File: config.mk
export PLATFORM = sky130hd
export DESIGN_NAME = wdtp_div
export DESIGN_NICKNAME = d
export VERILOG_FILES = /design/src/sv/assert_macros.svh /design/src/sv/wdtp_pkg.sv /design/src/sv/wdtp_div.sv
export SDC_FILE = /design/constraint.sdc
export NUM_CORES = 1
export LEC_CHECK = 0
export ABC_AREA = 1
export BUFFER_PORTS_ARGS = -buffer_cell sky130_fd_sc_hd__buf_2
export CORE_ASPECT_RATIO = 1.5
export CORE_MARGIN = 2
export CORE_UTILIZATION = 30
export DETAILED_ROUTE_END_ITERATION = 12
export GPL_TIMING_DRIVEN = 0
export PLACE_DENSITY_LB_ADDON = 0.12
export SYNTH_ARGS = -nofsm -noshare
export SYNTH_HDL_FRONTEND = slang
export SYNTH_SLANG_ARGS = --single-unit
export TNS_END_PERCENT = 10
File: constraint.sdc
create_clock -name clk -period 3.6 [get_ports clk]
set_input_delay 0.54 -clock clk [delete_from_list [all_inputs] [get_ports clk]]
set_output_delay 0.54 -clock clk [all_outputs]
set_load 0.05 [all_outputs]
File: src/sv/assert_macros.svh
// Assertion helpers; the including scope provides clk and rst_n.
`ifndef ASSERT_MACROS_SVH
`define ASSERT_MACROS_SVH

// Property checked at every clock edge outside reset.
`define ASSERT_ALWAYS(label, prop, msg) \
    label: assert property (@(posedge clk) disable iff (!rst_n) (prop)) \
        else $error(msg);

// Same-cycle implication checked outside reset.
`define ASSERT_IMPLIES(label, ante, cons, msg) \
    label: assert property (@(posedge clk) disable iff (!rst_n) (ante) |-> (cons)) \
        else $error(msg);

`endif

File: src/sv/wdtp_pkg.sv
`timescale 1ns / 1ps
`default_nettype none

package wdtp_pkg;

    localparam int MAX_LEN_DEFAULT = 4096;

    localparam int POS_W    = 12;
    localparam int WIN_W    = 10;
    localparam int PROB_W   = 17;
    localparam int STATUS_W = 2;
    localparam int BASE_W   = 2;
    localparam int NUM_BASES = 4;

    // transitions in a window never exceed 2*1023
    localparam int CNT_W = 11;
    localparam int DEN_W = CNT_W + 2;

    localparam int IN_DATA_W  = 16;
    localparam int OUT_DATA_W = 72;
    localparam int OUT_PAD_W  = OUT_DATA_W - NUM_BASES * PROB_W;

    localparam int ADDR_W  = 5;
    localparam int APB_W   = 32;
    localparam int REG_IDX_W = ADDR_W - 2;

    localparam logic [REG_IDX_W-1:0] REG_WINDOW_HALF = 3'd0;
    localparam logic [REG_IDX_W-1:0] REG_PRIOR_A     = 3'd1;
    localparam logic [REG_IDX_W-1:0] REG_PRIOR_C     = 3'd2;
    localparam logic [REG_IDX_W-1:0] REG_PRIOR_G     = 3'd3;
    localparam logic [REG_IDX_W-1:0] REG_PRIOR_T     = 3'd4;

    localparam logic [WIN_W-1:0]  WINDOW_HALF_RST = 10'd200;
    localparam logic [PROB_W-1:0] PRIOR_A_RST     = 17'd19137;
    localparam logic [PROB_W-1:0] PRIOR_C_RST     = 17'd13500;
    localparam logic [PROB_W-1:0] PRIOR_G_RST     = 17'd13173;
    localparam logic [PROB_W-1:0] PRIOR_T_RST     = 17'd19726;

    localparam logic REQ_APPEND = 1'b0;
    localparam logic REQ_QUERY  = 1'b1;

    localparam logic [STATUS_W-1:0] STATUS_OK    = 2'd0;
    localparam logic [STATUS_W-1:0] STATUS_RANGE = 2'd1;
    localparam logic [STATUS_W-1:0] STATUS_FULL  = 2'd2;

endpackage

`default_nettype wire

File: src/sv/wdtp_div.sv
`timescale 1ns / 1ps
`default_nettype none

// Restoring divider: quot = (numer << 16) / denom, numer <= denom, one bit per cycle.
module wdtp_div
    import wdtp_pkg::*;
(
    input  wire logic              clk,
    input  wire logic              rst_n,
    input  wire logic              start,
    input  wire logic [DEN_W-1:0]  numer,
    input  wire logic [DEN_W-1:0]  denom,
    output logic                   done,
    output logic [PROB_W-1:0]      quot
);

    localparam int STEP_W = $clog2(PROB_W);
    localparam logic [STEP_W-1:0] LAST_STEP = STEP_W'(PROB_W - 1);

    logic              busy_reg;
    logic              done_reg;
    logic [STEP_W-1:0] step_reg;
    logic [DEN_W-1:0]  rem_reg;
    logic [DEN_W-1:0]  den_reg;
    logic [PROB_W-1:0] quot_reg;

    logic [DEN_W:0]    trial;
    logic              ge;

    always_comb
    begin
        if (step_reg == '0)
        begin
            trial = {1'b0, rem_reg};
        end
        else
        begin
            trial = {rem_reg, 1'b0};
        end
        ge = trial >= {1'b0, den_reg};
    end

    always_ff @(posedge clk or negedge rst_n)
    begin
        if (!rst_n)
        begin
            busy_reg <= 1'b0;
            done_reg <= 1'b0;
            step_reg <= '0;
            rem_reg  <= '0;
            den_reg  <= '0;
            quot_reg <= '0;
        end
        else
        begin
            done_reg <= 1'b0;
            if (start)
            begin
                busy_reg <= 1'b1;
                step_reg <= '0;
                rem_reg  <= numer;
                den_reg  <= denom;
                quot_reg <= '0;
            end
            else if (busy_reg)
            begin
                quot_reg <= {quot_reg[PROB_W-2:0], ge};
                if (ge)
                begin
                    rem_reg <= DEN_W'(trial - {1'b0, den_reg});
                end
                else
                begin
                    rem_reg <= DEN_W'(trial);
                end
                if (step_reg == LAST_STEP)
                begin
                    busy_reg <= 1'b0;
                    done_reg <= 1'b1;
                end
                else
                begin
                    step_reg <= step_reg + STEP_W'(1);
                end
            end
        end
    end

    assign done = done_reg;
    assign quot = quot_reg;

endmodule

`default_nettype wire

==> results.py <==
metrics = {
    "yosys": {
        "syn_inst": 443,
        "avgSynthCellArea_um2": 7.20,
        "syn-cell-area_um2": 3190,
        "ys_seq_area_share_pct": 39.2,
        "synth_edf_count": 0,
        "synth_cell_types": 25,
        "synthesis.nets": 488,
        "synth_flop_cell": "dfrtp_1",
        "yosys_register_bits": 50,
        "synthArstFlopShare_pct": 100,
        "yosys_warnings": 0,
    },
    "layout": {
        "largest_register_ffs": 17,
        "layout_commonest_cell": "nand2_1",
        "synthToLayoutAreaGrowth_pct": 18.3,
        "final_area_um2": 3770,
        "n_fill_cell": 1198,
        "finalCoreUtilization_pct": 36.0,
        "final_cell_mix": "nand2_1, inv_1, dfrtp_1",
        "n_antenna_cell": 0,
        "instances_no_fill": 641,
        "drive_gt1_share_pct": 12.5,
        "final_nets": 541,
    },
    "timing": {
        "relSlewSlack_pct": 21.5,
        "worst_pin_slew_ns": 1.18,
        "setup_viol": 0,
        "grt_setup_unrepaired": "no",
        "tns_ns": 0,
        "maxSlewViolCount": 0,
        "clock_skew_ns": 0.00500,
        "fmax_mhz": 312,
        "final.period_utilization_pct": 89.1,
        "hold_violations": 0,
        "period_needed_ns": 3.21,
    },
    "power": {
        "power.internal_w": 0.00192,
        "power.switching_w": 0.00185,
        "total_power_w": 0.00377,
        "seqPwrFrac_pct": 20.3,
        "swShare_pct": 49.2,
        "ir_drop_mv": 0.295,
        "leakage_nw": 2.07,
        "power_frac_clock_pct": 15.2,
        "power_density_nw_per_um2": 1000,
        "pwr-share-comb_pct": 64.5,
    },
    "clocking": {
        "clk_path_buf_depth": 2,
        "ctsResizeCount": 0,
        "cts-root-buf": "clkbuf_16",
        "cts_hold_buf": 0,
        "postCtsSetupBuffers": 0,
        "cts_sinks": 50,
        "cts_made_buffers": 5,
        "clkSlewWorstSetupHoldPaths_ns": 0.07,
        "cts_tree": "done",
        "htreeDepth": 2,
        "clock_latency_ns": 0.30,
    },
    "global_route": {
        "grt.total_usage_pct": 16.2,
        "grt_pass1_vias": 3047,
        "grt_pass1_wl_mm": 14.4,
        "overflow": 0,
        "grt_max_degree": 51,
        "antenna_found_initial": 0,
    },
    "floorplan": {
        "die_h_um": 130,
        "initial_utilization_pct": 30.4,
        "die-area_um2": 11500,
        "ios": 47,
        "fp.coreArea_um2": 10500,
        "die_x_um": 88.2,
        "row_count": 46,
    },
    "run_status": {
        "status": "finished clean",
    },
    "routing": {
        "routed-wl-met3_um": 235,
        "drc": 0,
        "dr.pass1.iters": 4,
        "wl_mm": 8.56,
        "viasPerCell": 4.50,
        "met1_length_mm": 3.52,
        "vias": 2883,
        "top_layer_used": "met4",
        "drtIter0Drc": 90,
        "wl_per_cell_um": 13.3,
        "drt.antenna.violating_nets": 0,
        "wl_met2_mm": 4.67,
    },
    "placement": {
        "port_buffers": 46,
        "dpl_cell_area_um2": 3600,
        "placed_cells": 633,
        "dpl.hpwl_mm": 6.80,
        "gp_congestion": 0.803,
    },
    "setup_path": {
        "crit_type": "reg -> reg",
        "worst_setup_path_start_kind": "flop",
        "endpoint_kind": "flop",
        "crit_arrival_ns": 3.39,
        "cp.required_ns": 3.79,
        "worst-path-max-fanout": 10,
    },
    "run": {
        "cap_violations": 0,
    },
    "worst_hold_path": {
        "hold_class": "in -> reg",
    },
}
## path summary, 6_finish.rpt
path,startpoint,to,slack [ns],cells past startpoint
worst min register to register,quot[16]$_DFFE_PN0P_,quot[16]$_DFFE_PN0P_,0.49,2
max in group asynchronous,rst_n,den_reg[12]$_DFFE_PN0P_,2.39,1
worst max register to register,step_reg[0]$_DFFE_PN0P_,rem_reg[0]$_DFFE_PN0P_,0.39,16
worst max-delay path,step_reg[0]$_DFFE_PN0P_,rem_reg[0]$_DFFE_PN0P_,0.39,16
worst min-delay path,denom[0],den_reg[0]$_DFFE_PN0P_,0.44,3
min in group asynchronous,rst_n,den_reg[5]$_DFFE_PN0P_,0.47,1
## critical path, cell delays in order (launching register included)
cell      delay [ns]
dfrtp_1         0.42
inv_1           0.06
ha_1            0.25
nand3_4         0.14
clkbuf_1        0.40
o21a_1          0.20
inv_1           0.05
ha_1            0.34
nand2_1         0.12
inv_1           0.06
a21oi_1         0.19
nand3_1         0.15
nand2_2         0.16
buf_2           0.25
nand3_1         0.11
nand3_1         0.12
nand2_1         0.06
## power groups by stage
stage                     Clock, W  Sequential (W)  Combinational [W]
after detailed placement         0        0.000777            0.00244
after CTS                 0.000594        0.000767            0.00247
after global routing      0.000609        0.000779            0.00281
after floorplan                  0        0.000788            0.00188
final                     0.000572        0.000766            0.00243
after global placement           0        0.000775            0.00245
## final cells by class
type	count	area, µm²	area share [%]
repair buffers	46	230	6.10
multi-input cells	286	1520	40.4
inverters	94	353	9.35
plain buffers	13	61.3	1.63
well taps	144	180	4.78
clock inverters	3	47.5	1.26
flip-flops and latches	50	1250	33.2
clock buffers	5	125	3.32
## synthesized netlist by cell type (2+ instances only)
master	instances	area, µm²
clkbuf_1	9	33.8
o22ai_1	15	93.8
nor2_1	12	45.0
xnor2_1	5	43.8
nor2_4	2	22.5
inv_1	94	353
dfrtp_1	50	1250
nand2_1	131	492
ha_1	15	188
a21oi_1	9	45.0
a22oi_1	13	97.6
o21a_1	12	90.1
nand4_1	7	43.8
o21ai_0	17	85.1
nand3_1	42	210
## metal layers
layer  GRT usage [%]  vias to the layer above
met2            30.7                       41
met4            4.99                        0
met3            2.66                       10
li1                -                     1510
met5               0                        -
met1            18.1                     1322
## kinds of logic (layout without fill, tap and decap cells)
logic type / after synthesis / after routing / share of synthesized area [%]
compound gates: 66 / 66 / 12.9
fa+ha+maj: 16 / 16 / 6.51
flops: 50 / 50 / 39.2
simple gates: 199 / 199 / 27.0
buf+inv: 107 / 161 / 13.0
xor+xnor: 5 / 5 / 1.37
## stage by stage
stage / worst slack (ns) / hold WS [ns]
global placement: 0.426 / 0.464
finish: 0.393 / 0.442
detailed placement: 0.424 / 0.481
global route: 0.141 / 0.454
floorplan: 0.972 / 0.244
CTS: 0.400 / 0.439
(Power assumes the default switching activity.)
